<file path="src/design/isort_pkg.sv">
// Package for the insertion sorter: shared widths, default depth and the
// control struct that the top level hands to every cell of the chain.
// No dependencies.
package isort_pkg;

    localparam int DEFAULT_DEPTH = 32;
    localparam int VALUE_W       = 32;

    // Per-cycle command broadcast to every cell.
    typedef struct packed {
        logic ins;       // insert the broadcast value this cycle
        logic shift_dn;  // move every entry one place toward cell 0
    } t_cell_ctl;

endpackage

</file>
<file path="src/design/isort_cell.sv">
// One cell of the insertion chain: holds one list entry and decides from
// its lower neighbor's compare result whether to take the neighbor's entry,
// the new value, or to keep its own; a shift takes the upper entry. Depends on isort_pkg.
module isort_cell
    import isort_pkg::*;
(
    input  logic                       i_clk,
    input  t_cell_ctl                  i_ctl,
    input  logic signed [VALUE_W-1:0]  i_value,
    input  logic                       i_occupied,
    input  logic                       i_at_tail,
    input  logic signed [VALUE_W-1:0]  i_lower_val,
    input  logic                       i_lower_gt,
    input  logic signed [VALUE_W-1:0]  i_upper_val,
    output logic signed [VALUE_W-1:0]  o_val,
    output logic                       o_gt
);

    logic signed [VALUE_W-1:0] r_val;
    logic signed [VALUE_W-1:0] n_val;

    // Only strictly greater entries move up, which keeps the sort stable.
    assign o_gt  = i_occupied && (r_val > i_value);
    assign o_val = r_val;

    always_comb begin
        n_val = r_val;
        if (i_ctl.shift_dn) begin
            n_val = i_upper_val;
        end else if (i_ctl.ins) begin
            if (i_lower_gt) begin
                n_val = i_lower_val;
            end else if (o_gt || i_at_tail) begin
                n_val = i_value;
            end
        end
    end

    always_ff @(posedge i_clk) begin
        r_val <= n_val;
    end

endmodule

</file>
<file path="src/design/insertion_sorter.sv">
// Insertion sorter: stable ascending sort of one list at a time in a chain of DEPTH cells.
// An item is inserted at the edge that accepts it; after the final transfer the state
// register enters the drain, and the output register then shows one result per cycle.
// Throughput: one item per cycle while a list is collected; busy is high after the final
// transfer while the list drains; the receiver cannot stall the results.
// Reset (i_rst_n low, synchronous) empties the store and clears the overflow flag and strobe.
module insertion_sorter
    import isort_pkg::*;
#(
    parameter int DEPTH = DEFAULT_DEPTH
) (
    input  logic                       i_clk,
    input  logic                       i_rst_n,
    input  logic                       start,
    output logic                       busy,
    input  logic signed [VALUE_W-1:0]  i_value,
    input  logic                       i_final_item,
    output logic                       o_strobe,
    output logic signed [VALUE_W-1:0]  o_sorted_value,
    output logic                       o_end_of_list,
    output logic                       o_overflowed
);

    // The fill count must be able to hold DEPTH itself.
    localparam int CNT_W = $clog2(DEPTH + 1);
    localparam logic [CNT_W-1:0] CNT_FULL = CNT_W'(DEPTH);
    localparam logic [CNT_W-1:0] CNT_ONE  = CNT_W'(1);

    typedef enum logic {
        ST_IDLE,
        ST_DRAIN
    } t_state;

    t_state           r_state;
    t_state           n_state;
    logic [CNT_W-1:0] r_count;
    logic [CNT_W-1:0] n_count;
    logic             r_ovf;
    logic             n_ovf;

    logic                      accept;
    logic                      full;
    t_cell_ctl                 ctl;
    logic signed [VALUE_W-1:0] cell_val [DEPTH];
    logic                      cell_gt  [DEPTH];

    // The block is held busy while reset is applied so that no transfer is
    // counted during reset, and while a sorted list drains out of the chain.
    assign busy   = (r_state == ST_DRAIN) || !i_rst_n;
    assign accept = start && !busy;
    assign full   = (r_count == CNT_FULL);

    // A new value is inserted only while the store has room; once full, it
    // is dropped and the list is marked as overflowed.
    assign ctl.ins      = accept && !full;
    assign ctl.shift_dn = (r_state == ST_DRAIN);

    // The chain: every cell sees the broadcast value and its lower neighbor's
    // entry and compare result. Greater entries form a suffix of the held
    // list, so each cell above the insertion point takes its lower
    // neighbor's entry and the first greater cell (or the tail) takes the
    // new value. While draining, entries move down one place per cycle and
    // cell 0 feeds the output.
    for (genvar k = 0; k < DEPTH; k++) begin : g_cell
        logic signed [VALUE_W-1:0] lower_val;
        logic                      lower_gt;
        logic signed [VALUE_W-1:0] upper_val;

        if (k == 0) begin : g_first
            assign lower_val = cell_val[0];
            assign lower_gt  = 1'b0;
        end else begin : g_mid
            assign lower_val = cell_val[k-1];
            assign lower_gt  = cell_gt[k-1];
        end

        if (k == DEPTH - 1) begin : g_last
            assign upper_val = cell_val[k];
        end else begin : g_below
            assign upper_val = cell_val[k+1];
        end

        isort_cell u_cell (
            .i_clk       (i_clk),
            .i_ctl       (ctl),
            .i_value     (i_value),
            .i_occupied  (CNT_W'(k) < r_count),
            .i_at_tail   (CNT_W'(k) == r_count),
            .i_lower_val (lower_val),
            .i_lower_gt  (lower_gt),
            .i_upper_val (upper_val),
            .o_val       (cell_val[k]),
            .o_gt        (cell_gt[k])
        );
    end

    always_comb begin
        n_state = r_state;
        n_count = r_count;
        n_ovf   = r_ovf;
        case (r_state)
            ST_IDLE: begin
                if (accept) begin
                    if (full) begin
                        n_ovf = 1'b1;
                    end else begin
                        n_count = r_count + CNT_ONE;
                    end
                    if (i_final_item) begin
                        n_state = ST_DRAIN;
                    end
                end
            end
            ST_DRAIN: begin
                // One held entry leaves per cycle; the last one ends the list.
                n_count = r_count - CNT_ONE;
                if (r_count == CNT_ONE) begin
                    n_state = ST_IDLE;
                    n_ovf   = 1'b0;
                end
            end
            default: begin
                n_state = ST_IDLE;
            end
        endcase
    end

    always_ff @(posedge i_clk) begin
        if (!i_rst_n) begin
            r_state       <= ST_IDLE;
            r_count       <= '0;
            r_ovf         <= 1'b0;
            o_strobe      <= 1'b0;
            o_end_of_list <= 1'b0;
            o_overflowed  <= 1'b0;
        end else begin
            r_state       <= n_state;
            r_count       <= n_count;
            r_ovf         <= n_ovf;
            o_strobe      <= (r_state == ST_DRAIN);
            o_end_of_list <= (r_state == ST_DRAIN) && (r_count == CNT_ONE);
            o_overflowed  <= (r_state == ST_DRAIN) && r_ovf;
        end
    end

    // The result value needs no reset; it is only meaningful with the strobe.
    always_ff @(posedge i_clk) begin
        o_sorted_value <= cell_val[0];
    end

endmodule

</file>
<file path="config.mk">
export PLATFORM = sky130hd
export DESIGN_NAME = insertion_sorter
export DESIGN_NICKNAME = d
export VERILOG_FILES = /design/src/design/isort_pkg.sv /design/src/design/isort_cell.sv /design/src/design/insertion_sorter.sv
export SDC_FILE = /design/constraint.sdc
export NUM_CORES = 2
export LEC_CHECK = 0
export BUFFER_PORTS_ARGS = -buffer_cell sky130_fd_sc_hd__buf_2
export CAP_MARGIN = 20
export CORE_AREA = 2 2 351 353
export DETAILED_ROUTE_END_ITERATION = 10
export DIE_AREA = 0 0 353 355
export GPL_ROUTABILITY_DRIVEN = 0
export PLACE_DENSITY = 0.79
export SLEW_MARGIN = 20
export SYNTH_ARGS = -nofsm -noshare
export SYNTH_HDL_FRONTEND = slang
export SYNTH_SLANG_ARGS = --single-unit
</file>
<file path="constraint.sdc">
create_clock -name i_clk -period 6.6 [get_ports i_clk]
set_input_delay 0.33 -clock i_clk [delete_from_list [all_inputs] [get_ports i_clk]]
set_output_delay 0.33 -clock i_clk [all_outputs]
set_load 0.1 [all_outputs]
</file>
==> metrics.cfg <==
[layout]
fillers=8931
fin_util=0.679
final_common_cell=ha_1
stdcell_area_um2=82500
finalNetCount=8301
area_delta_synth_final_pct=8.61
drive_above_1_share=0.0793
layout_common_cells=1,028 x ha_1, 1,024 x edfxtp_1, 1,018 x nand2_1, 840 x o21ai_0, 767 x mux2i_1

[yosys]
synth-edff-count=1024
syn_avg_cell_area_um2=10.4
synth_area_um2=75900
synth_fp_nets=8370
ys_warn_count=0
async_flop_share=0
synth-seq-area-share=0.416
ys_seq_elements=1067
synth_cell_types=86
synth_top_flop_cell=edfxtp_1
syn-instance-count=7306

[sta]
slew_viol_final=0
rsz0062_at_grt=false
skew_ns=0.0379
setup_tns_ns=0
clock.fmax_mhz=198
setup_violations=0
finalHoldViolations=0
setup_slack_ns=1.56
slew_headroom=0.159
fin_crit_sh=0.764
min_period_ns=5.04
tightest_slew_ns=1.26

[grt]
grtUsageTotal=0.416
antenna_found_initial=5
overflow=0
grt_pass1_vias=61981
grt_max_degree=250
grt_pass1_wl_um=393000

[die]
start_util=0.625
io_pins=72
rows=128
core_area_um2=121000
die_h_um=355
fp.dieW_um=353
die_area_um2=125000

[setup_path]
cp_max_fo=32
start_kind=flip-flop
crit_required_ns=6.96
crit_path_frequent_cell=inv_1
crit_chain=inv_1 > ha_1 > inv_1 > a41oi_1 > a31oi_1 > nand3_1 > o21ai_0 > o21a_2 > nor3_1 > o21bai_4
reg2regPathDepth=10
arrival_ns=5.40
slowest_stage=o21bai_4
cp-end-kind=flip-flop
max_stage_delay_ns=0.82
criticalPathCategory=reg2reg

[min_path]
min-delay-path-class=in2reg
whs_path_depth=4

[detailed_routing]
dr_total_vias=64913
drc=0
ant_nets=0
firstDrtPassIters=10
routed_wirelength_um=269000
wl_per_cell_um=30.0
vias_per_cell=7.24
drtIter0Drc=10625

[clock_tree]
postCtsSetupRepairBufs=0
cts_sinks=1067
cts_buffer_depth=3
clk_latency_ns=0.76
cts_tree=yes
htreeDepth=3
clkTransAtPathRegs_ns=0.06
cts_root_buf=clkbuf_16
numCtsBuffers=117
cts_resized=0

[status]
status=completed

[placement]
io_buffers=71
hpwl_um=190000
place_area_um2=78600
place_ws_ns=1.16

[pwr]
ir_worst_vdd_mv=0.269
p_leak_uw=0.0296
p_per_area_nw_per_um2=261

[flow_run]
cap_violations=0

## worst paths after layout
kind | startpoint | end | slack, ns
max reg2reg | r_count[1]$_SDFFE_PN0P_ | g_cell[28].u_cell.o_val[11]$_DFFE_PP_ | 1.56
min reg2reg | g_cell[0].u_cell.o_val[5]$_DFFE_PP_ | o_sorted_value[5]$_DFF_P_ | 0.42
max | r_count[1]$_SDFFE_PN0P_ | g_cell[28].u_cell.o_val[11]$_DFFE_PP_ | 1.56
min | start | r_ovf$_SDFFE_PN0P_ | 0.08
## sequential cells by signal, indices dropped and copies added (netlist names)
name,count
o_end_of_list,1
o_sorted_value,32
o_overflowed,1
g_cell.u_cell.o_val,1024
r_state,1
r_ovf,1
o_strobe,1
r_count,6
## cells in the mapped netlist (all sizes together), types with 7 or more instances
library cell / n / area share
a2111oi: 14 / 0.0016
a211o: 9 / 0.0010
a211oi: 21 / 0.0021
a21boi: 12 / 0.0012
a21o: 117 / 0.012
a21oi: 427 / 0.029
a221o: 210 / 0.028
a221oi: 21 / 0.0024
a22oi: 7 / 0.00069
a2bb2oi: 7 / 0.00081
a311oi: 9 / 0.0010
a31oi: 20 / 0.0017
and2: 10 / 0.00082
and3: 7 / 0.00058
and4: 13 / 0.0015
buf: 128 / 0.010
clkbuf: 343 / 0.017
dfxtp: 43 / 0.011
edfxtp: 1024 / 0.40
ha: 1028 / 0.17
inv: 90 / 0.0044
mux2i: 771 / 0.10
nand2: 1021 / 0.051
nand2b: 14 / 0.0012
nand3: 120 / 0.0079
nand4: 224 / 0.019
nor2: 129 / 0.0064
nor2b: 43 / 0.0035
nor3: 55 / 0.0036
nor3b: 194 / 0.019
nor4: 50 / 0.0041
o211ai: 44 / 0.0044
o21a: 20 / 0.0020
o21ai: 927 / 0.061
o21bai: 26 / 0.0026
o31a: 13 / 0.0015
or3: 15 / 0.0013
or4: 12 / 0.0012
## critical path, delay by kind of cell, from the launching register on
kind	cells	cell delay, ns
AO/OA/AOI/OAI	5	2.45
AND/OR/NAND/NOR	2	0.33
adder cells (fa/ha/maj)	1	0.59
flip-flops	1	0.66
buffers and inverters	2	0.57
## where the power goes
part | switching, µW | internal, µW | total [µW] | leakage, µW
Sequential | 761 | 8490 | 9250 | 0.00986
Combinational | 3620 | 1980 | 5600 | 0.0179
Clock | 2930 | 3740 | 6670 | 0.00186
## logic make-up (layout without fill, tap and decap cells)
logic type               Yosys count  after routing  synth area share
AO/OA/AOI/OAI                   1947           1947             0.157
AND/OR/NAND/NOR                 1925           1925             0.122
buffers and inverters            561            592            0.0319
adder cells (fa/ha/maj)         1028           1028             0.169
multiplexers                     773            773             0.102
other                              0              1                 0
flip-flops                      1067           1067             0.416
XOR/XNOR                           5              5          0.000577
## metal layers
metal,wire [µm],share of wire,GRT usage,vias to the layer above
li1,-,-,-,28040
met4,23000,0.086,0.304,10
met1,95300,0.35,0.540,30546
met3,40000,0.15,0.111,1124
met5,70,0.00026,0,-
met2,110000,0.41,0.600,5193
## per-stage QoR
step / hold slack, ns / total power (µW) / std cells
3_3_place_gp: 0.393 / 14400 / 8738
2_1_floorplan: 0.370 / 12800 / 7306
5_1_grt: 0.104 / 22100 / 8962
3_5_place_dp: 0.400 / 14700 / 8739
6_report: 0.0776 / 21500 / 8963
4_1_cts: 0.0571 / 21200 / 8960
## timing repair
item                       4_1_cts  5_1_grt
hold endpoints to repair         8        0
hold buffers                     2        0
setup endpoints to repair        0        0
## area by class of cell
| type | instances | area [µm²] | area share |
|---|---|---|---|
| multi-input combinational | 5678 | 42500 | 0.516 |
| sequential | 1067 | 31600 | 0.383 |
| clock buffer | 147 | 3160 | 0.0384 |
| timing repair buffer | 283 | 2160 | 0.0262 |
| tap | 1625 | 2030 | 0.0247 |
| clock inverter | 72 | 641 | 0.00777 |
| inverter | 90 | 338 | 0.00410 |
| antenna | 1 | 2.50 | 0.0000303 |
Power figures use the tool's default switching activity.
